[config.mk]
export PLATFORM = sky130hd
export DESIGN_NAME = three_axis_attitude_lock_pid
export DESIGN_NICKNAME = d
export VERILOG_FILES = /design/src/hdl/tal_pkg.sv /design/src/hdl/three_axis_attitude_lock_pid.sv
export SDC_FILE = /design/constraint.sdc
export NUM_CORES = 2
export LEC_CHECK = 0
export BUFFER_PORTS_ARGS = -buffer_cell sky130_fd_sc_hd__buf_2
export CORE_MARGIN = 4
export CORE_UTILIZATION = 28
export CTS_BUF_LIST = sky130_fd_sc_hd__clkbuf_16
export DETAILED_ROUTE_END_ITERATION = 8
export GPL_ROUTABILITY_DRIVEN = 0
export PLACE_DENSITY_LB_ADDON = 0.15
export SLEW_MARGIN = 10
export SYNTH_ARGS = -nofsm -noshare
export SYNTH_HDL_FRONTEND = slang
export SYNTH_SLANG_ARGS = --single-unit
[constraint.sdc]
create_clock -name clk_i -period 10.7 [get_ports clk_i]
set_clock_uncertainty 0.2 [all_clocks]
set_input_delay 1.07 -clock clk_i [delete_from_list [all_inputs] [get_ports clk_i]]
set_output_delay 1.07 -clock clk_i [all_outputs]
set_load 0.02 [all_outputs]
[src/hdl/tal_pkg.sv]
// ----------------------------------------------------------------------------
// tal_pkg
// Shared types and constants of the three-axis attitude lock controller.
// ----------------------------------------------------------------------------
package tal_pkg;

  // configuration register file
  localparam int NUM_REGS = 7;
  localparam int REG_W    = 48;
  localparam int IDX_W    = 3;

  // register indexes
  localparam logic [IDX_W-1:0] REG_P_GAINS   = 3'd0;
  localparam logic [IDX_W-1:0] REG_I_GAINS   = 3'd1;
  localparam logic [IDX_W-1:0] REG_D_GAINS   = 3'd2;
  localparam logic [IDX_W-1:0] REG_INT_LIMS  = 3'd3;
  localparam logic [IDX_W-1:0] REG_DEADBANDS = 3'd4;
  localparam logic [IDX_W-1:0] REG_CENTERS   = 3'd5;
  localparam logic [IDX_W-1:0] REG_LOCK_GAIN = 3'd6;

  // default loop period in milliseconds
  localparam int DEF_LOOP_PERIOD_MS = 2;

  // angle step divisor (ms per second) and its rounding half
  localparam int DIVISOR  = 1000;
  localparam int HALF_DIV = 500;

  // input word
  typedef struct packed {
    logic        [2:0]  axis_mask;
    logic        [15:0] roll_stick;
    logic        [15:0] pitch_stick;
    logic        [15:0] yaw_stick;
    logic signed [15:0] roll_rate;
    logic signed [15:0] pitch_rate;
    logic signed [15:0] yaw_rate;
    logic signed [31:0] roll_correction_in;
    logic signed [31:0] pitch_correction_in;
    logic signed [31:0] yaw_correction_in;
  } in_word_t;

  // output word
  typedef struct packed {
    logic signed [31:0] roll_correction_out;
    logic signed [31:0] pitch_correction_out;
    logic signed [31:0] yaw_correction_out;
    logic        [2:0]  locked_flags;
  } out_word_t;

  // pick the 16-bit field of one axis out of a packed register
  function automatic logic [15:0] field16(input logic [REG_W-1:0] r, input logic [1:0] ax);
    logic [15:0] f;
    unique case (ax)
      2'd0:    f = r[15:0];
      2'd1:    f = r[31:16];
      default: f = r[47:32];
    endcase
    return f;
  endfunction

endpackage

[src/hdl/three_axis_attitude_lock_pid.sv]
// ----------------------------------------------------------------------------
// three_axis_attitude_lock_pid
// Heading hold PID for roll, pitch and yaw with integral clamp and
// saturating Q16.16 correction outputs.
// ----------------------------------------------------------------------------
// One word is taken at a time; the axes are worked through in turn on one
// shared bit-serial datapath. A disabled axis, or one whose stick is outside
// its deadband, is skipped in S_START. A locked axis runs the radix-2
// divider for the angle step over the NUM_W bits of its dividend (32 at a
// 2 ms loop period), then the angle, error and integral updates, the two
// shift-add multipliers with their rounding steps, and the final sum. After
// the last axis the sequencer waits in S_OUT until the output register is
// free. The result sits in an output register, so a new word is accepted
// while the previous result still waits.
module three_axis_attitude_lock_pid
  import tal_pkg::*;
#(
  parameter int LOOP_PERIOD_MS = DEF_LOOP_PERIOD_MS
) (
  input  logic                 clk_i,
  input  logic                 rst_ni,
  input  logic                 in_valid_i,
  output logic                 in_stall_o,
  input  in_word_t             in_word_i,
  output logic                 out_valid_o,
  input  logic                 out_stall_i,
  output out_word_t            out_word_o,
  input  logic                 cfg_we_i,
  input  logic [IDX_W-1:0]     cfg_idx_i,
  input  logic [REG_W-1:0]     cfg_data_i
);

  // widths derived from the loop period
  localparam int MR_W  = 17 + $clog2(LOOP_PERIOD_MS + 1);
  localparam int NUM_W = MR_W + 13;
  localparam int SUM_W = (NUM_W + 2 > 34) ? NUM_W + 2 : 34;
  localparam int CNT_W = $clog2(NUM_W);
  localparam int ACC_W = 61;
  localparam int PID_W = 45;

  typedef enum logic [3:0] {
    S_IDLE, S_START, S_DIV, S_ANG, S_ERR, S_INT,
    S_MUL1, S_RND1, S_MUL2, S_RND2, S_SUM, S_OUT
  } state_e;

  state_e                    state_q;
  logic [REG_W-1:0]          cfg_q [NUM_REGS];
  in_word_t                  in_q;
  logic [1:0]                ax_q;
  logic                      locked_q [3];
  logic signed [31:0]        angle_q  [3];
  logic signed [31:0]        prev_q   [3];
  logic signed [31:0]        integ_q  [3];
  logic signed [31:0]        res_q    [3];
  logic [CNT_W-1:0]          cnt_q;
  logic [NUM_W-1:0]          num_q;
  logic [9:0]                rem_q;
  logic                      neg_q;
  logic signed [31:0]        err_q;
  logic signed [32:0]        delta_q;
  logic signed [PID_W-1:0]   pid_q;
  logic signed [ACC_W-1:0]   acc_q;
  logic signed [PID_W-1:0]   term_q;
  out_word_t                 out_q;
  logic                      out_valid_q;

  // configuration writes
  always_ff @(posedge clk_i or negedge rst_ni) begin
    if (!rst_ni) begin
      for (int i = 0; i < NUM_REGS; i++) cfg_q[i] <= '0;
    end else if (cfg_we_i && (int'(cfg_idx_i) < NUM_REGS)) begin
      cfg_q[cfg_idx_i] <= cfg_data_i;
    end
  end

  // per-axis operand selection
  logic [15:0]        stick_s, g_p, g_i, g_d, g_lim, g_db, g_ctr, g_lock;
  logic signed [15:0] rate_s;
  logic signed [31:0] corr_s;
  always_comb begin
    unique case (ax_q)
      2'd0: begin
        stick_s = in_q.roll_stick;  rate_s = in_q.roll_rate;  corr_s = in_q.roll_correction_in;
      end
      2'd1: begin
        stick_s = in_q.pitch_stick; rate_s = in_q.pitch_rate; corr_s = in_q.pitch_correction_in;
      end
      default: begin
        stick_s = in_q.yaw_stick;   rate_s = in_q.yaw_rate;   corr_s = in_q.yaw_correction_in;
      end
    endcase
    g_p    = field16(cfg_q[REG_P_GAINS],   ax_q);
    g_i    = field16(cfg_q[REG_I_GAINS],   ax_q);
    g_d    = field16(cfg_q[REG_D_GAINS],   ax_q);
    g_lim  = field16(cfg_q[REG_INT_LIMS],  ax_q);
    g_db   = field16(cfg_q[REG_DEADBANDS], ax_q);
    g_ctr  = field16(cfg_q[REG_CENTERS],   ax_q);
    g_lock = field16(cfg_q[REG_LOCK_GAIN], ax_q);
  end

  // deadband test and divider load
  logic [16:0]      dev, abs_dev, rate_x, mag_rate;
  logic             in_band;
  logic [MR_W-1:0]  rate_prod;
  logic [NUM_W-1:0] num_init;
  always_comb begin
    dev      = {1'b0, stick_s} - {1'b0, g_ctr};
    abs_dev  = dev[16] ? (17'd0 - dev) : dev;
    in_band  = abs_dev <= {1'b0, g_db};
    rate_x   = {rate_s[15], rate_s};
    mag_rate = rate_s[15] ? (17'd0 - rate_x) : rate_x;
    rate_prod = MR_W'(mag_rate) * MR_W'(LOOP_PERIOD_MS);
    num_init = NUM_W'({rate_prod, 12'd0}) + NUM_W'(HALF_DIV);
  end

  // one restoring division step
  logic [10:0] rem2;
  logic        div_ge;
  always_comb begin
    rem2   = {rem_q, num_q[NUM_W-1]};
    div_ge = rem2 >= 11'(DIVISOR);
  end

  // angle sum update with saturation
  logic signed [SUM_W-1:0] step_s, ang_sum;
  logic                    ang_ovf;
  always_comb begin
    step_s  = neg_q ? (SUM_W'(0) - SUM_W'(num_q)) : SUM_W'(num_q);
    ang_sum = {{(SUM_W-32){angle_q[ax_q][31]}}, angle_q[ax_q]} + step_s;
    ang_ovf = !((&ang_sum[SUM_W-1:31]) || !(|ang_sum[SUM_W-1:31]));
  end

  // integral with clamp
  logic signed [33:0] isum, ilim, iclamp;
  logic               i_ovf;
  always_comb begin
    isum = {{2{err_q[31]}}, err_q} + {{2{integ_q[ax_q][31]}}, integ_q[ax_q]};
    ilim = {2'b00, g_lim, 16'd0};
    if (isum > ilim)             iclamp = ilim;
    else if (isum < -ilim)       iclamp = -ilim;
    else                         iclamp = isum;
    i_ovf = !((&iclamp[33:31]) || !(|iclamp[33:31]));
  end

  // shift-add step of both multipliers, rounding and final sum
  logic [3:0]              bit_sel;
  logic signed [ACC_W-1:0] mul1_d, mul2_d, rnd_v;
  logic signed [45:0]      fin_sum;
  logic                    fin_ovf;
  always_comb begin
    bit_sel = cnt_q[3:0];
    mul1_d  = (acc_q <<< 1)
            + (g_p[bit_sel] ? {{(ACC_W-32){err_q[31]}}, err_q} : '0)
            + (g_i[bit_sel] ? {{(ACC_W-32){integ_q[ax_q][31]}}, integ_q[ax_q]} : '0)
            + (g_d[bit_sel] ? {{(ACC_W-33){delta_q[32]}}, delta_q} : '0);
    mul2_d  = (acc_q <<< 1)
            + (g_lock[bit_sel] ? {{(ACC_W-PID_W){pid_q[PID_W-1]}}, pid_q} : '0);
    // ties away from zero: add half, less one when negative
    if (state_q == S_RND1) begin
      rnd_v = (acc_q + (acc_q[ACC_W-1] ? ACC_W'(127) : ACC_W'(128))) >>> 8;
    end else begin
      rnd_v = (acc_q + (acc_q[ACC_W-1] ? ACC_W'(32767) : ACC_W'(32768))) >>> 16;
    end
    fin_sum = {{14{corr_s[31]}}, corr_s} + {term_q[PID_W-1], term_q};
    fin_ovf = !((&fin_sum[45:31]) || !(|fin_sum[45:31]));
  end

  // sequencer and datapath registers
  always_ff @(posedge clk_i or negedge rst_ni) begin
    if (!rst_ni) begin
      state_q     <= S_IDLE;
      in_q        <= '0;
      ax_q        <= '0;
      cnt_q       <= '0;
      num_q       <= '0;
      rem_q       <= '0;
      neg_q       <= 1'b0;
      err_q       <= '0;
      delta_q     <= '0;
      pid_q       <= '0;
      acc_q       <= '0;
      term_q      <= '0;
      out_q       <= '0;
      out_valid_q <= 1'b0;
      for (int a = 0; a < 3; a++) begin
        locked_q[a] <= 1'b0;
        angle_q[a]  <= '0;
        prev_q[a]   <= '0;
        integ_q[a]  <= '0;
        res_q[a]    <= '0;
      end
    end else begin
      if (out_valid_q && !out_stall_i && (state_q != S_OUT)) out_valid_q <= 1'b0;
      unique case (state_q)
        S_IDLE: begin
          if (in_valid_i) begin
            in_q    <= in_word_i;
            ax_q    <= '0;
            state_q <= S_START;
          end
        end
        S_START: begin
          res_q[ax_q] <= corr_s;
          if (!in_q.axis_mask[ax_q]) begin
            state_q <= (ax_q == 2'd2) ? S_OUT : S_START;
            ax_q    <= (ax_q == 2'd2) ? ax_q : ax_q + 2'd1;
          end else if (!in_band) begin
            locked_q[ax_q] <= 1'b0;
            state_q <= (ax_q == 2'd2) ? S_OUT : S_START;
            ax_q    <= (ax_q == 2'd2) ? ax_q : ax_q + 2'd1;
          end else begin
            if (!locked_q[ax_q]) begin
              angle_q[ax_q] <= '0;
              prev_q[ax_q]  <= '0;
              integ_q[ax_q] <= '0;
            end
            locked_q[ax_q] <= 1'b1;
            num_q   <= num_init;
            rem_q   <= '0;
            neg_q   <= rate_s[15];
            cnt_q   <= CNT_W'(NUM_W - 1);
            state_q <= S_DIV;
          end
        end
        S_DIV: begin
          rem_q <= div_ge ? 10'(rem2 - 11'(DIVISOR)) : rem2[9:0];
          num_q <= {num_q[NUM_W-2:0], div_ge};
          cnt_q <= cnt_q - CNT_W'(1);
          if (cnt_q == '0) state_q <= S_ANG;
        end
        S_ANG: begin
          angle_q[ax_q] <= ang_ovf ? (ang_sum[SUM_W-1] ? 32'sh80000000 : 32'sh7fffffff)
                                   : ang_sum[31:0];
          state_q <= S_ERR;
        end
        S_ERR: begin
          err_q   <= (angle_q[ax_q] == 32'sh80000000) ? 32'sh7fffffff : -angle_q[ax_q];
          state_q <= S_INT;
        end
        S_INT: begin
          delta_q       <= {err_q[31], err_q} - {prev_q[ax_q][31], prev_q[ax_q]};
          integ_q[ax_q] <= i_ovf ? (iclamp[33] ? 32'sh80000000 : 32'sh7fffffff)
                                 : iclamp[31:0];
          prev_q[ax_q]  <= err_q;
          acc_q         <= '0;
          cnt_q         <= CNT_W'(15);
          state_q       <= S_MUL1;
        end
        S_MUL1: begin
          acc_q <= mul1_d;
          cnt_q <= cnt_q - CNT_W'(1);
          if (cnt_q == '0) state_q <= S_RND1;
        end
        S_RND1: begin
          pid_q   <= rnd_v[PID_W-1:0];
          acc_q   <= '0;
          cnt_q   <= CNT_W'(15);
          state_q <= S_MUL2;
        end
        S_MUL2: begin
          acc_q <= mul2_d;
          cnt_q <= cnt_q - CNT_W'(1);
          if (cnt_q == '0) state_q <= S_RND2;
        end
        S_RND2: begin
          term_q  <= rnd_v[PID_W-1:0];
          state_q <= S_SUM;
        end
        S_SUM: begin
          res_q[ax_q] <= fin_ovf ? (fin_sum[45] ? 32'sh80000000 : 32'sh7fffffff)
                                 : fin_sum[31:0];
          state_q <= (ax_q == 2'd2) ? S_OUT : S_START;
          ax_q    <= (ax_q == 2'd2) ? ax_q : ax_q + 2'd1;
        end
        S_OUT: begin
          if (!out_valid_q || !out_stall_i) begin
            out_q.roll_correction_out  <= res_q[0];
            out_q.pitch_correction_out <= res_q[1];
            out_q.yaw_correction_out   <= res_q[2];
            out_q.locked_flags         <= {locked_q[2], locked_q[1], locked_q[0]};
            out_valid_q                <= 1'b1;
            state_q                    <= S_IDLE;
          end
        end
        default: state_q <= S_IDLE;
      endcase
    end
  end

  assign in_stall_o  = (state_q != S_IDLE);
  assign out_valid_o = out_valid_q;
  assign out_word_o  = out_q;

`ifndef ASSERT_OFF
  // a new result only appears from the output state
  a_out_from_seq: assert property (@(posedge clk_i) disable iff (!rst_ni)
    $rose(out_valid_q) |-> $past(state_q == S_OUT)) else $error("result without sequencing");

  // an accepted word always starts the axis walk at roll
  a_accept_start: assert property (@(posedge clk_i) disable iff (!rst_ni)
    (in_valid_i && !in_stall_o) |=> (state_q == S_START && ax_q == 2'd0))
    else $error("accepted word did not start at roll");

  // divider remainder stays below the divisor
  a_rem_range: assert property (@(posedge clk_i) disable iff (!rst_ni)
    (state_q == S_DIV) |-> (rem_q < 10'(DIVISOR))) else $error("divider remainder out of range");

  // axis counter never leaves the three axes
  a_axis_range: assert property (@(posedge clk_i) disable iff (!rst_ni)
    ax_q != 2'd3) else $error("axis counter out of range");
`endif

endmodule

==> results_dict.tcl <==
set metrics [dict create \
    rows 195 \
    r2r-end "acc_q[57]" \
    critPathBufInv 3 \
    synthesis.nets 9146 \
    r2r_start "ax_q[1]" \
    cts_root_buf "clkbuf_16" \
    dieArea_sq_mm 0.294 \
    clk_latency_ps 860 \
    final_util_pct 32.0 \
    synth_edf_count 0 \
    port_buffers 351 \
    fmax_ghz 0.107 \
    rsz0062_at_grt "no" \
    pin_count 352 \
    cpPeakStageDelay_ps 790 \
    wl_per_cell_um 22.8 \
    slew_viol_final 0 \
    setup_violations 0 \
    grt_pass1_wl_mm 429 \
    ctsResizeCount 0 \
    drive_gt1_share_pct 16.3 \
    synth_top_family_by_area "compound AO/OA/AOI/OAI gates" \
    violations "negative hold slack" \
    cts_tree "yes" \
    syn-cell-area_sq_mm 0.0799 \
    crit_cells 25 \
    seq_area_frac_synth_pct 40.3 \
    outcome "complete, but fails checks" \
    whs_ps -10.0 \
    antenna_found_initial 48 \
    fillers 29326 \
    ff2ff_setup_slack_ps 1340 \
    fin_crit_ps 9360 \
    synthMuxAreaShare_pct 10.2 \
    hp-class "in2async" \
    yosys.area_share.adder_pct 8.67 \
    synth_seq_cells 1288 \
    start_util_pct 28.2 \
    cts_hold_buffers 0 \
    synth.avg_cell_area_sq_um 9.49 \
    slowest_stage "ha_4" \
    crit_required_ps 11160 \
    drv_cap 0 \
    crit_type "reg2reg" \
    dpl.hpwl_mm 206 \
    fp.coreArea_sq_mm 0.283 \
    grt_start_max_net_pins 165 \
    die_x_um 542 \
    drtIter0Drc 4417 \
    cts.path.max_buffers 4 \
    drcViolationCount 0 \
    yosysWarnings 0 \
    tightest_slew_ps 1150 \
    period_share_pct 87.5 \
    ant_nets 0 \
    crit_arrival_ps 9820 \
    slew-limit-headroom_pct 22.9 \
    yosys.cell_types.count 101 \
    fin_nets 9288 \
    final_common_cell "dfrtp_1" \
    grt_pass1_vias 64982 \
    clkSlewWorstSetupHoldPaths_ps 60 \
    overflow 0 \
    cp_max_fo 69 \
    cts_buffers 164 \
    syn2layout_area_growth_pct 13.4 \
    endpoint_kind "flop" \
    num_vias 64717 \
    hold_viol_final 2 \
    routed_wl_mm 283 \
    fin_setup_tns_ps 0 \
    crit_family "compound AO/OA/AOI/OAI gates" \
    post_cts_buffers 0 \
    grt_util_all_layers_pct 18.8 \
    htree_levels 4 \
    final_cell_mix "dfrtp_1 (1,286), nand2_1 (977), o21ai_0 (829)" \
    r2r_cells 25 \
    syn_inst 8417 \
    synth_flop_cell "dfrtp_1" \
    dr.pass1.iters 6 \
    critPathLaunchType "flop" \
    cts.sink_count 1288 \
    async_flop_share_pct 100 \
    via_per_inst 5.21 \
    yosys.area_share.simple_pct 14.0 \
    synthXorXnorAreaFrac_pct 4.54 \
    die_h_um 542 \
    synth_compound_area_share_pct 19.0 \
]
==> stage by stage <==
| step | area [sq um] | setup WS (ps) | cells |
|---|---|---|---|
| after detailed placement | 85700 | 1310 | 12136 |
| after global placement | 85700 | 1500 | 12136 |
| after global routing | 90600 | 503 | 12423 |
| after floorplan | 79900 | 17.9 | 8417 |
| final | 90600 | 1340 | 12432 |
| after CTS | 90600 | 1250 | 12417 |
==> layer usage <==
| metal | GRT usage [%] | vias up | share of wire, % |
|---|---|---|---|
| li1 | - | 30601 | - |
| met2 | 31.1 | 1304 | 47 |
| met5 | 0 | - | 0.019 |
| met4 | 4.11 | 8 | 2.2 |
| met1 | 26.4 | 32454 | 47 |
| met3 | 2.18 | 350 | 4.0 |
==> layout make-up <==
cell class	count	area (sq um)	share of cell area, %
multi-input combinational	6448	45300	50.0
sequential	1288	32200	35.6
tap	3743	4680	5.17
clock buffer	167	4180	4.61
timing repair buffer	470	2770	3.05
inverter	187	702	0.774
clock inverter	114	701	0.773
antenna	15	37.5	0.0414
==> cell usage after synthesis (15+ instances only) <==
| library cell | count | area [sq um] |
|---|---|---|
| a211o_1 | 16 | 140 |
| a211oi_1 | 90 | 676 |
| a21o_1 | 151 | 1130 |
| a21oi_1 | 581 | 2910 |
| a221o_1 | 31 | 310 |
| a221oi_1 | 67 | 587 |
| a22o_1 | 90 | 788 |
| a22oi_1 | 43 | 323 |
| a31oi_1 | 53 | 332 |
| and2_1 | 133 | 832 |
| and3_1 | 101 | 632 |
| buf_1 | 38 | 143 |
| buf_2 | 37 | 185 |
| clkbuf_1 | 413 | 1550 |
| dfrtp_1 | 1288 | 32200 |
| fa_1 | 126 | 2520 |
| ha_1 | 352 | 4400 |
| inv_1 | 187 | 702 |
| mux2_2 | 619 | 6970 |
| mux2i_1 | 109 | 1090 |
| nand2_1 | 983 | 3690 |
| nand2b_1 | 51 | 319 |
| nand3_1 | 195 | 976 |
| nand4_1 | 63 | 394 |
| nor2_1 | 509 | 1910 |
| nor2b_1 | 121 | 757 |
| nor3_1 | 102 | 510 |
| nor4_1 | 28 | 175 |
| o211ai_1 | 38 | 285 |
| o21a_1 | 62 | 465 |
| o21ai_0 | 829 | 4150 |
| o21ai_1 | 19 | 95.1 |
| o21bai_1 | 32 | 240 |
| o221ai_1 | 15 | 131 |
| o22a_1 | 25 | 219 |
| o22ai_1 | 25 | 156 |
| o2bb2ai_1 | 32 | 280 |
| o31ai_1 | 36 | 270 |
| o41ai_1 | 17 | 149 |
| or2_2 | 19 | 119 |
| or3_1 | 23 | 144 |
| xnor2_1 | 256 | 2240 |
| xor2_1 | 158 | 1380 |
==> state kept, by name, summed over array words and instances (netlist names), 4 cells and up, named ones only <==
signal,flops
err_q,32
rem_q,10
cnt_q,5
state_q,4
res_q,96
num_q,32
acc_q,61
term_q,45
delta_q,33
in_q,195
prev_q,96
integ_q,96
cfg_q,336
pid_q,45
angle_q,96
out_word_o,99
==> worst max-delay path by stage <==
stage            start          end  slack (ps)
2_1_floorplan  ax_q[1]  integ_q[95]          20
4_1_cts        ax_q[0]  integ_q[95]        1250
3_5_place_dp   ax_q[0]  integ_q[95]        1310
3_3_place_gp   ax_q[1]  integ_q[95]        1500
5_1_grt        ax_q[0]   prev_q[74]         500
6_report       ax_q[1]    acc_q[57]        1340
==> kinds of logic after synthesis <==
family,after synthesis
AOI/OAI and AO/OA,2411
xor gates and xnor gates,414
adders and majority gates,478
buffers and inverters,681
DFF,1288
muxes,731
and+or+nand+nor,2414
Power is not shown: default switching activity piles up to over one toggle a cycle in this logic, so the estimate is an artifact.
